<file path="config.mk">
export PLATFORM = sky130hd
export DESIGN_NAME = linked_deque_with_cursor
export DESIGN_NICKNAME = d
export VERILOG_FILES = /design/src/rtl/ldc_pkg.sv /design/src/rtl/ldc_front.sv /design/src/rtl/ldc_back.sv /design/src/rtl/linked_deque_with_cursor.sv
export VERILOG_INCLUDE_DIRS = /design/src /design/src/rtl
export SDC_FILE = /design/constraint.sdc
export NUM_CORES = 2
export LEC_CHECK = 0
export BUFFER_PORTS_ARGS = -buffer_cell sky130_fd_sc_hd__buf_4
export CORE_MARGIN = 2
export CORE_UTILIZATION = 55
export CTS_BUF_LIST = sky130_fd_sc_hd__clkbuf_2
export CTS_CLUSTER_SIZE = 30
export DETAILED_ROUTE_END_ITERATION = 10
export PLACE_DENSITY = 0.71
export SETUP_SLACK_MARGIN = 0.15
export SYNTH_ARGS = -nofsm -noshare
export SYNTH_HDL_FRONTEND = slang
export SYNTH_SLANG_ARGS = --single-unit
</file>
<file path="constraint.sdc">
create_clock -name clk -period 7.2 [get_ports clk]
set_input_delay 0.36 -clock clk [delete_from_list [all_inputs] [get_ports clk]]
set_output_delay 0.36 -clock clk [all_outputs]
set_load 0.005 [all_outputs]
</file>
<file path="src/rtl/assert_macros.svh">
// ---------------------------------------------------------------------------
// Assertion macros
// Clocked assertion helpers used by the back end.
// ---------------------------------------------------------------------------
`ifndef ASSERT_MACROS_SVH
`define ASSERT_MACROS_SVH
`ifndef ASSERT_OFF
`define ASSERT_CLK(lbl, clk, rstn, prop) \
  lbl: assert property (@(posedge clk) disable iff (!rstn) (prop)) \
    else $error("assertion failed");
`define ASSERT_NEXT(lbl, clk, rstn, ante, cons) \
  lbl: assert property (@(posedge clk) disable iff (!rstn) (ante) |=> (cons)) \
    else $error("assertion failed");
`else
`define ASSERT_CLK(lbl, clk, rstn, prop)
`define ASSERT_NEXT(lbl, clk, rstn, ante, cons)
`endif
`endif

</file>
<file path="src/rtl/ldc_pkg.sv">
// ---------------------------------------------------------------------------
// Linked deque package
// Widths, operation, status and state codes, and the request and result types.
// ---------------------------------------------------------------------------
package ldc_pkg;

  localparam int DEPTH_DEF   = 64;
  localparam int DATA_W_DEF  = 32;
  localparam int MODE_W      = 4;
  localparam int DIN_W       = 32;
  localparam int POS_W       = 6;
  localparam int DOUT_W      = 32;
  localparam int STATUS_W    = 3;
  localparam int COUNT_W     = 7;
  localparam int IN_TDATA_W  = 40;
  localparam int OUT_TDATA_W = 48;

  typedef enum logic [MODE_W-1:0] {
    OP_PUSH_FRONT = 4'd0,
    OP_POP_FRONT  = 4'd1,
    OP_APPEND     = 4'd2,
    OP_UPDATE     = 4'd3,
    OP_CUR_RESET  = 4'd4,
    OP_REMOVE     = 4'd5,
    OP_FETCH      = 4'd6,
    OP_NEXT       = 4'd7,
    OP_SEEK       = 4'd8,
    OP_NOP        = 4'd9
  } op_t;

  typedef enum logic [STATUS_W-1:0] {
    STAT_OK        = 3'd0,
    STAT_EMPTY     = 3'd1,
    STAT_FULL      = 3'd2,
    STAT_NO_CURSOR = 3'd3,
    STAT_RANGE     = 3'd4
  } status_t;

  typedef enum logic [2:0] {
    ST_IDLE,
    ST_PUSH,
    ST_DROP_LINK,
    ST_DROP_FREE,
    ST_FETCH,
    ST_NEXT,
    ST_SEEK
  } state_t;

  typedef struct packed {
    op_t              op;
    logic [DIN_W-1:0] data;
    logic [POS_W-1:0] pos;
  } cmd_t;

  typedef struct packed {
    logic [DOUT_W-1:0]  data;
    status_t            status;
    logic [COUNT_W-1:0] count;
    logic               cursor_ok;
  } result_t;

endpackage

</file>
<file path="src/rtl/ldc_front.sv">
// ---------------------------------------------------------------------------
// Linked deque front end
// Accepts requests, decodes the operation and holds them in a two-entry queue.
// ---------------------------------------------------------------------------
module ldc_front (
  input  logic                              clk,
  input  logic                              rst_n,
  input  logic                              in_tvalid,
  output logic                              in_tready,
  input  logic [ldc_pkg::IN_TDATA_W-1:0]    in_tdata,
  input  logic [ldc_pkg::MODE_W-1:0]        in_tuser,
  output logic                              cmd_valid,
  input  logic                              cmd_take,
  output ldc_pkg::cmd_t                     cmd
);
  import ldc_pkg::*;

  cmd_t       q_r [2];
  logic       wr_ptr_r, wr_ptr_nxt;
  logic       rd_ptr_r, rd_ptr_nxt;
  logic [1:0] fill_r, fill_nxt;
  cmd_t       dec;
  logic       push, pop;

  always_comb begin
    dec.op   = (in_tuser > OP_SEEK) ? OP_NOP : op_t'(in_tuser);
    dec.data = in_tdata[DIN_W-1:0];
    dec.pos  = in_tdata[DIN_W +: POS_W];
  end

  assign in_tready  = (fill_r != 2'd2);
  assign cmd_valid  = (fill_r != 2'd0);
  assign cmd        = q_r[rd_ptr_r];
  assign push       = in_tvalid && in_tready;
  assign pop        = cmd_valid && cmd_take;
  assign wr_ptr_nxt = push ? !wr_ptr_r : wr_ptr_r;
  assign rd_ptr_nxt = pop ? !rd_ptr_r : rd_ptr_r;
  assign fill_nxt   = fill_r + {1'b0, push} - {1'b0, pop};

  always_ff @(posedge clk) begin
    if (!rst_n) begin
      wr_ptr_r <= 1'b0;
      rd_ptr_r <= 1'b0;
      fill_r   <= 2'd0;
    end else begin
      wr_ptr_r <= wr_ptr_nxt;
      rd_ptr_r <= rd_ptr_nxt;
      fill_r   <= fill_nxt;
    end
  end

  always_ff @(posedge clk) begin
    if (push) begin
      q_r[wr_ptr_r] <= dec;
    end
  end

endmodule

</file>
<file path="src/rtl/ldc_back.sv">
// ---------------------------------------------------------------------------
// Linked deque back end
// Carries out one operation at a time on the slot and link memories.
// ---------------------------------------------------------------------------
`include "assert_macros.svh"

module ldc_back #(
  parameter int DEPTH  = ldc_pkg::DEPTH_DEF,
  parameter int DATA_W = ldc_pkg::DATA_W_DEF
) (
  input  logic            clk,
  input  logic            rst_n,
  input  logic            cmd_valid,
  output logic            cmd_take,
  input  ldc_pkg::cmd_t   cmd,
  output logic            res_valid,
  input  logic            res_ready,
  output ldc_pkg::result_t res
);
  import ldc_pkg::*;

  localparam int AW   = (DEPTH > 1) ? $clog2(DEPTH) : 1;
  localparam int CW   = $clog2(DEPTH + 1);
  localparam int CMPW = (CW > POS_W) ? CW : POS_W;

  logic [DATA_W-1:0] word_mem [DEPTH];
  logic [AW-1:0]     nxt_mem  [DEPTH];
  logic [AW-1:0]     prv_mem  [DEPTH];

  state_t            state_r, state_nxt;
  logic [AW-1:0]     front_r, front_nxt;
  logic [AW-1:0]     back_r, back_nxt;
  logic [AW-1:0]     free_r, free_nxt;
  logic [AW-1:0]     cur_r, cur_nxt;
  logic              cv_r, cv_nxt;
  logic [CW-1:0]     cnt_r, cnt_nxt;
  logic [CW-1:0]     hw_r, hw_nxt;
  logic [AW-1:0]     slot_r, slot_nxt;
  logic              rec_r, rec_nxt;
  cmd_t              op_r, op_nxt;
  logic [POS_W-1:0]  seek_k_r, seek_k_nxt;
  logic [DATA_W-1:0] dout_r, dout_nxt;
  result_t           res_r, res_nxt;
  logic              out_v_r, out_v_nxt;

  logic [AW-1:0]     rd_addr;
  logic [DATA_W-1:0] word_q;
  logic [AW-1:0]     nxt_q, prv_q;
  logic              word_we, nxt_we, prv_we;
  logic [AW-1:0]     word_wa, nxt_wa, prv_wa;
  logic [DATA_W-1:0] word_wd;
  logic [AW-1:0]     nxt_wd, prv_wd;

  logic              start, full, empty, pos_ok, last;
  logic              res_set;
  status_t           res_status;
  logic [DATA_W-1:0] res_data;

  assign start  = (state_r == ST_IDLE) && cmd_valid && (!out_v_r || res_ready);
  assign full   = (cnt_r == CW'(DEPTH));
  assign empty  = (cnt_r == '0);
  assign pos_ok = (CMPW'(cmd.pos) < CMPW'(cnt_r));
  assign last   = (slot_r == back_r);

  assign cmd_take  = start;
  assign res_valid = out_v_r;
  assign res       = res_r;

  always_comb begin
    state_nxt = state_r;
    unique case (state_r)
      ST_IDLE: begin
        if (start) begin
          unique case (cmd.op)
            OP_PUSH_FRONT, OP_APPEND: if (!full) state_nxt = ST_PUSH;
            OP_POP_FRONT:             if (!empty) state_nxt = ST_DROP_LINK;
            OP_REMOVE:                if (cv_r) state_nxt = ST_DROP_LINK;
            OP_FETCH:                 if (cv_r) state_nxt = ST_FETCH;
            OP_NEXT:                  if (cv_r && cur_r != back_r) state_nxt = ST_NEXT;
            OP_SEEK:                  if (pos_ok && cmd.pos != '0) state_nxt = ST_SEEK;
            default:                  state_nxt = ST_IDLE;
          endcase
        end
      end
      ST_DROP_LINK: state_nxt = ST_DROP_FREE;
      ST_SEEK:      if (seek_k_r == POS_W'(1)) state_nxt = ST_IDLE;
      default:      state_nxt = ST_IDLE;
    endcase
  end

  always_comb begin
    front_nxt  = front_r;
    back_nxt   = back_r;
    free_nxt   = free_r;
    cur_nxt    = cur_r;
    cv_nxt     = cv_r;
    cnt_nxt    = cnt_r;
    hw_nxt     = hw_r;
    slot_nxt   = slot_r;
    rec_nxt    = rec_r;
    op_nxt     = op_r;
    seek_k_nxt = seek_k_r;
    dout_nxt   = dout_r;
    rd_addr    = '0;
    word_we    = 1'b0;
    word_wa    = cur_r;
    word_wd    = DATA_W'(cmd.data);
    nxt_we     = 1'b0;
    nxt_wa     = slot_r;
    nxt_wd     = front_r;
    prv_we     = 1'b0;
    prv_wa     = slot_r;
    prv_wd     = back_r;
    res_set    = 1'b0;
    res_status = STAT_OK;
    res_data   = '0;
    unique case (state_r)
      ST_IDLE: begin
        if (start) begin
          op_nxt = cmd;
          unique case (cmd.op)
            OP_PUSH_FRONT, OP_APPEND: begin
              if (full) begin
                res_set    = 1'b1;
                res_status = STAT_FULL;
              end else begin
                rec_nxt  = (cnt_r < hw_r);
                slot_nxt = (cnt_r < hw_r) ? free_r : hw_r[AW-1:0];
                rd_addr  = free_r;
              end
            end
            OP_POP_FRONT: begin
              if (empty) begin
                res_set    = 1'b1;
                res_status = STAT_EMPTY;
              end else begin
                slot_nxt = front_r;
                rd_addr  = front_r;
              end
            end
            OP_UPDATE: begin
              res_set = 1'b1;
              if (!cv_r) begin
                res_status = STAT_NO_CURSOR;
              end else begin
                word_we = 1'b1;
              end
            end
            OP_CUR_RESET: begin
              cur_nxt = front_r;
              cv_nxt  = !empty;
              res_set = 1'b1;
            end
            OP_REMOVE: begin
              if (!cv_r) begin
                res_set    = 1'b1;
                res_status = STAT_NO_CURSOR;
              end else begin
                slot_nxt = cur_r;
                rd_addr  = cur_r;
              end
            end
            OP_FETCH: begin
              if (!cv_r) begin
                res_set    = 1'b1;
                res_status = STAT_NO_CURSOR;
              end else begin
                rd_addr = cur_r;
              end
            end
            OP_NEXT: begin
              if (!cv_r) begin
                res_set    = 1'b1;
                res_status = STAT_NO_CURSOR;
              end else if (cur_r == back_r) begin
                cv_nxt     = 1'b0;
                cur_nxt    = '0;
                res_set    = 1'b1;
                res_status = STAT_NO_CURSOR;
              end else begin
                rd_addr = cur_r;
              end
            end
            OP_SEEK: begin
              cur_nxt = front_r;
              cv_nxt  = !empty;
              if (!pos_ok) begin
                res_set    = 1'b1;
                res_status = STAT_RANGE;
              end else if (cmd.pos == '0) begin
                res_set = 1'b1;
              end else begin
                rd_addr    = front_r;
                seek_k_nxt = cmd.pos;
              end
            end
            OP_NOP: res_set = 1'b1;
          endcase
        end
      end
      ST_PUSH: begin
        if (rec_r) begin
          free_nxt = nxt_q;
        end else begin
          hw_nxt = hw_r + CW'(1);
        end
        word_we = 1'b1;
        word_wa = slot_r;
        word_wd = DATA_W'(op_r.data);
        cnt_nxt = cnt_r + CW'(1);
        if (empty) begin
          front_nxt = slot_r;
          back_nxt  = slot_r;
        end else if (op_r.op == OP_PUSH_FRONT) begin
          nxt_we    = 1'b1;
          nxt_wa    = slot_r;
          nxt_wd    = front_r;
          prv_we    = 1'b1;
          prv_wa    = front_r;
          prv_wd    = slot_r;
          front_nxt = slot_r;
        end else begin
          prv_we   = 1'b1;
          prv_wa   = slot_r;
          prv_wd   = back_r;
          nxt_we   = 1'b1;
          nxt_wa   = back_r;
          nxt_wd   = slot_r;
          back_nxt = slot_r;
        end
        res_set = 1'b1;
      end
      ST_DROP_LINK: begin
        if (cv_r && cur_r == slot_r) begin
          cv_nxt  = !last;
          cur_nxt = last ? '0 : nxt_q;
        end
        if (slot_r == front_r) begin
          front_nxt = nxt_q;
        end else begin
          nxt_we = 1'b1;
          nxt_wa = prv_q;
          nxt_wd = nxt_q;
        end
        if (last) begin
          back_nxt = prv_q;
        end else begin
          prv_we = 1'b1;
          prv_wa = nxt_q;
          prv_wd = prv_q;
        end
        cnt_nxt  = cnt_r - CW'(1);
        dout_nxt = (op_r.op == OP_POP_FRONT) ? word_q : '0;
      end
      ST_DROP_FREE: begin
        nxt_we   = 1'b1;
        nxt_wa   = slot_r;
        nxt_wd   = free_r;
        free_nxt = slot_r;
        res_set  = 1'b1;
        res_data = dout_r;
      end
      ST_FETCH: begin
        res_set  = 1'b1;
        res_data = word_q;
      end
      ST_NEXT: begin
        cur_nxt = nxt_q;
        res_set = 1'b1;
      end
      ST_SEEK: begin
        if (seek_k_r == POS_W'(1)) begin
          cur_nxt = nxt_q;
          res_set = 1'b1;
        end else begin
          rd_addr    = nxt_q;
          seek_k_nxt = seek_k_r - POS_W'(1);
        end
      end
    endcase
    res_nxt.data      = DOUT_W'(res_data);
    res_nxt.status    = res_status;
    res_nxt.count     = COUNT_W'(cnt_nxt);
    res_nxt.cursor_ok = cv_nxt;
    out_v_nxt = res_set ? 1'b1 : (res_ready ? 1'b0 : out_v_r);
  end

  always_ff @(posedge clk) begin
    if (!rst_n) begin
      state_r <= ST_IDLE;
      front_r <= '0;
      back_r  <= '0;
      free_r  <= '0;
      cur_r   <= '0;
      cv_r    <= 1'b0;
      cnt_r   <= '0;
      hw_r    <= '0;
      out_v_r <= 1'b0;
    end else begin
      state_r <= state_nxt;
      front_r <= front_nxt;
      back_r  <= back_nxt;
      free_r  <= free_nxt;
      cur_r   <= cur_nxt;
      cv_r    <= cv_nxt;
      cnt_r   <= cnt_nxt;
      hw_r    <= hw_nxt;
      out_v_r <= out_v_nxt;
    end
  end

  always_ff @(posedge clk) begin
    slot_r   <= slot_nxt;
    rec_r    <= rec_nxt;
    op_r     <= op_nxt;
    seek_k_r <= seek_k_nxt;
    dout_r   <= dout_nxt;
    if (res_set) begin
      res_r <= res_nxt;
    end
  end

  always_ff @(posedge clk) begin
    if (word_we) begin
      word_mem[word_wa] <= word_wd;
    end
    word_q <= word_mem[rd_addr];
  end

  always_ff @(posedge clk) begin
    if (nxt_we) begin
      nxt_mem[nxt_wa] <= nxt_wd;
    end
    nxt_q <= nxt_mem[rd_addr];
  end

  always_ff @(posedge clk) begin
    if (prv_we) begin
      prv_mem[prv_wa] <= prv_wd;
    end
    prv_q <= prv_mem[rd_addr];
  end

  `ASSERT_CLK(a_cnt_below_hw, clk, rst_n, cnt_r <= hw_r)
  `ASSERT_CLK(a_cursor_needs_entry, clk, rst_n, cv_r |-> (cnt_r != '0))
  `ASSERT_CLK(a_busy_result_free, clk, rst_n, (state_r != ST_IDLE) |-> !out_v_r)
  `ASSERT_CLK(a_seek_steps_left, clk, rst_n, (state_r == ST_SEEK) |-> (seek_k_r != '0))
  `ASSERT_NEXT(a_result_shown, clk, rst_n, res_set, out_v_r)

endmodule

</file>
<file path="src/rtl/linked_deque_with_cursor.sv">
// ---------------------------------------------------------------------------
// Linked deque with cursor
// Ordered list of words in linked memory slots with a free list and a cursor.
// ---------------------------------------------------------------------------
//  channel  direction  contents
//  in_      request    tuser: mode; tdata: data_in, position
//  out_     result     tdata: data_out, status, count, cursor_ok
//
// A rejected or single-step request is done in the idle state; push and
// append use the push state, fetch and advance the fetch or next state, pop
// and remove both drop states; a seek makes one link memory read per step.
// A two-entry request queue sits in front of the back end, which starts a
// request only once the result register is free or being emptied.
// Reset is synchronous and active low and leaves the list empty; no clearing
// pass is needed.
module linked_deque_with_cursor #(
  parameter int DEPTH  = ldc_pkg::DEPTH_DEF,
  parameter int DATA_W = ldc_pkg::DATA_W_DEF
) (
  input  logic                            clk,
  input  logic                            rst_n,
  input  logic                            in_tvalid,
  output logic                            in_tready,
  // data_in [31:0], position [37:32]
  input  logic [ldc_pkg::IN_TDATA_W-1:0]  in_tdata,
  // mode [3:0]
  input  logic [ldc_pkg::MODE_W-1:0]      in_tuser,
  output logic                            out_tvalid,
  input  logic                            out_tready,
  // data_out [31:0], status [34:32], count [41:35], cursor_ok [42]
  output logic [ldc_pkg::OUT_TDATA_W-1:0] out_tdata
);
  import ldc_pkg::*;

  localparam int PAD_W = OUT_TDATA_W - DOUT_W - STATUS_W - COUNT_W - 1;

  logic    cmd_valid;
  logic    cmd_take;
  cmd_t    cmd;
  result_t res;

  ldc_front u_front (
    .clk       (clk),
    .rst_n     (rst_n),
    .in_tvalid (in_tvalid),
    .in_tready (in_tready),
    .in_tdata  (in_tdata),
    .in_tuser  (in_tuser),
    .cmd_valid (cmd_valid),
    .cmd_take  (cmd_take),
    .cmd       (cmd)
  );

  ldc_back #(
    .DEPTH  (DEPTH),
    .DATA_W (DATA_W)
  ) u_back (
    .clk       (clk),
    .rst_n     (rst_n),
    .cmd_valid (cmd_valid),
    .cmd_take  (cmd_take),
    .cmd       (cmd),
    .res_valid (out_tvalid),
    .res_ready (out_tready),
    .res       (res)
  );

  assign out_tdata = {{PAD_W{1'b0}}, res.cursor_ok, res.count, res.status, res.data};

endmodule

</file>
==> run metrics <==
status=finished clean; clock buffer depth=4; ys async rst share=0%; most frequently used flop master after synthesis=edfxtp_1; TritonCTS Buffers=749; ANT nets after route=0; worst slew pin tran=1423 ps; Ys Warns=0; H-tree depth=6; simple-gate share of the synthesized area=12.63%; Site Rows=177; clk_lat worst skew=about 2000 ps; Post-Synth XOR/XNOR Area=0.3011%; Power Density=286.3 mW/mm^2; Crit. End Element=flop; global-route usage over all layers=29.20%; Crit Path Category=flop to flop; I/O pins=98; Hold Startpoint=in_tdata[5]; unrepaired setup endpoints after global routing=no; maxcap violations=0; Iteration-0 DRC Markers=12020; antenna violations before repair=11; met2 usage=46.62%; Starting Density=55.19%; GRT overflow=0; final estimated routing congestion in global placement=about 0.9; Fin Clk Skew=209.1 ps; adder-cell share of the synthesized area=less than 1%; cell count after synthesis=about 9700; mapped cell area=0.1280 sq mm; area of the multi-input gates=0.03163 sq mm; grt met1 use=a little under two fifths; clk slew on worst S/H paths=120 ps; fin crit share=84.71%; CTS resizes=0; Peak VDD IR=between 0.0003 and 0.0004 V; Max Slew Vio Count=0; mux cell area share after synthesis=2.720%; share of layout cells above drive strength 1=15.74%; Final setup viols=0; Synth Area in Compound Gates=8.083%; Crit Path Max Fanout=76; mean post-synth cell area=around 13 sq um; largest family of logic cells by synthesized area=simple AND/OR/NAND/NOR gates; Core Region=0.2319 sq mm; final hold viol count=0; Final Critical Period=6099 ps; layout overhead on the synthesized area=9.855%; P_leak=50.49 nW; crit path launch type=flop; total wire length=352400 um; total negative setup slack=0 ps; Sink Count=3116; met3 usage=a little over 7%; Util after Layout=between 60% and 70%; FF+latch count, synth=between 3000 and 4000; CTS tree=done; Hold Slack=roughly 260 ps; grt peak-use layer=met2; CP required=between 9000 and 10000 ps; Die ar.=0.2366 sq mm; port bufs=90; Routed WL per cell=approximately 26 um; Hold Path Class=input pin to flop; register area=0.09265 sq mm; CP Data Arrival Time=8000 ps; Pre-Repair DR Iteration Count=8; Relative slew margins=5.138%; DP HPWL=193000 um; vias in the first global route=around 85000; post-synth cell types=between 80 and 90; post-layout net count=between 10000 and 15000; Placed Instances=~12000; Die H=around 490 um; die width=486.4 um; drt via density=approximately 6.3; top-area cell type share of the netlist area=a little under three quarters; first-pass GRT wire length=519100 um; sequential fraction of the synthesis area=72.40%; largest net degree at the start of global routing=231; drt drc=0; via count of the routed design=between 80000 and 90000; fin cells=13780; number of flops mapped to enable cells by yosys=3024; area leader, netlist=edfxtp_1; f_max=between 150 and 200 MHz; top cells by area, synth=edfxtp_1 (71%), nand2_1 (5.5%), nand3_1 (4.4%); # fillers=17630; CTS Root Cell=clkbuf_2
==> path summary, 6_finish.rpt <==
check	endpoint	slack, ps	cells after the start
hold reg to reg	u_back.op_r[28]$_DFFE_PP_	500	1
hold / removal	u_front.q_r[1][11]$_DFFE_PP_	260	4
setup reg to reg	u_back.word_q[1]$_DFF_P_	1100	14
setup / recovery	u_back.word_q[1]$_DFF_P_	1100	14
==> cells in the final DEF (no fill, tap or decap), drive strengths merged, types with 50 or more instances in the layout <==
master / synthesis / layout
a32oi: 91 / 91
nand2: 1871 / 1871
o211a: 50 / 50
mux2i: 308 / 308
o21ai: 230 / 230
inv: 392 / 397
buf: 298 / 346
dlygate4sd3: 0 / 138
and2: 79 / 79
clkbuf: 431 / 1116
nor2: 344 / 344
a211oi: 348 / 348
a21oi: 58 / 58
nand3: 1120 / 1120
a221oi: 175 / 175
nand4: 137 / 137
clkinv: 0 / 147
edfxtp: 3024 / 3024
a2111oi: 172 / 172
dfxtp: 92 / 92
==> worst max-delay path, stage by stage, from the launching register on <==
cell and delay (ps):
dfxtp_2 820, buf_4 490, mux2i_2 350, inv_2 80
o211a_2 190, o41a_1 550, a21oi_4 200, a21o_4 780
buf_4 740, buf_4 790, mux2i_1 260, mux2i_1 90
a32oi_1 190, nand4_1 180, o211a_1 180
==> sequential cells by signal, summed over array words and instances (netlist names), 2 cells and up, named ones only <==
name,cells
u_back.back_r,6
u_back.cnt_r,7
u_back.cur_r,6
u_back.dout_r,32
u_back.free_r,6
u_back.front_r,6
u_back.hw_r,7
u_back.nxt_mem,384
u_back.nxt_q,6
u_back.op_r,36
u_back.prv_mem,384
u_back.prv_q,6
u_back.res,43
u_back.seek_k_r,6
u_back.slot_r,6
u_back.state_r,3
u_back.word_mem,2048
u_back.word_q,32
u_front.fill_r,2
u_front.q_r,84
==> where the power goes <==
part / total, mW / switching [mW] / internal [mW]
clock: 11.3 / 6.92 / 4.40
sequential: 23.0 / 0.356 / 22.6
combinational: 5.95 / 4.75 / 1.20
total: 40.2 / 12.0 / 28.2
==> cells in the mapped netlist (44+ instances only) <==
cell type  instances
a2111oi_0        172
a211oi_1         347
a21oi_1           56
a221oi_1         175
a311oi_1          44
a32oi_1           90
and2_1            79
and3_1            48
buf_1             55
buf_2            209
clkbuf_1         431
dfxtp_1           92
edfxtp_1        3024
inv_1            390
mux2i_1          307
nand2_1         1870
nand3_1         1120
nand4_1          137
nor2_1           343
o211a_1           49
o21ai_0          119
o21ai_1          111
==> stage by stage <==
stage	total power, mW	cell area (sq um)	setup slack (ps)
detailed placement	29.11	132700	1137
finish	40.25	140600	1101
global route	41.63	140600	844.8
global placement	28.91	132700	1179
CTS	40.22	140600	1189
floorplan	26.28	128000	2163
==> cell families after synthesis <==
logic type / Yosys count
fa+ha+maj: 22
mux: 343
buf+inv: 1121
simple gates: 3681
other cells: 1
flops: 3116
xor+xnor: 44
compound gates: 1351
==> layer usage <==
layer	vias to the layer above	wire [um]
li1	37770	-
met1	42180	130700
met2	5363	165600
met3	924	40630
met4	8	15200
met5	-	214
==> cell type report <==
class,count,share of cell area (%)
diodes,13,0.02314
clock buffers,1116,3.973
clock inverters,168,0.6541
inverters,392,1.047
multi-input cells,5446,22.50
flip-flops and latches,3116,65.90
well taps,3043,2.708
repair buffers,484,3.195
==> what timing repair did <==
item	in CTS	in global routing
hold buffers	139	0
endpoints found under the setup margin	0	0
endpoints found under the hold margin	285	0
setup buffers	0	0
No activity file was read; power rests on OpenSTA's default activity.
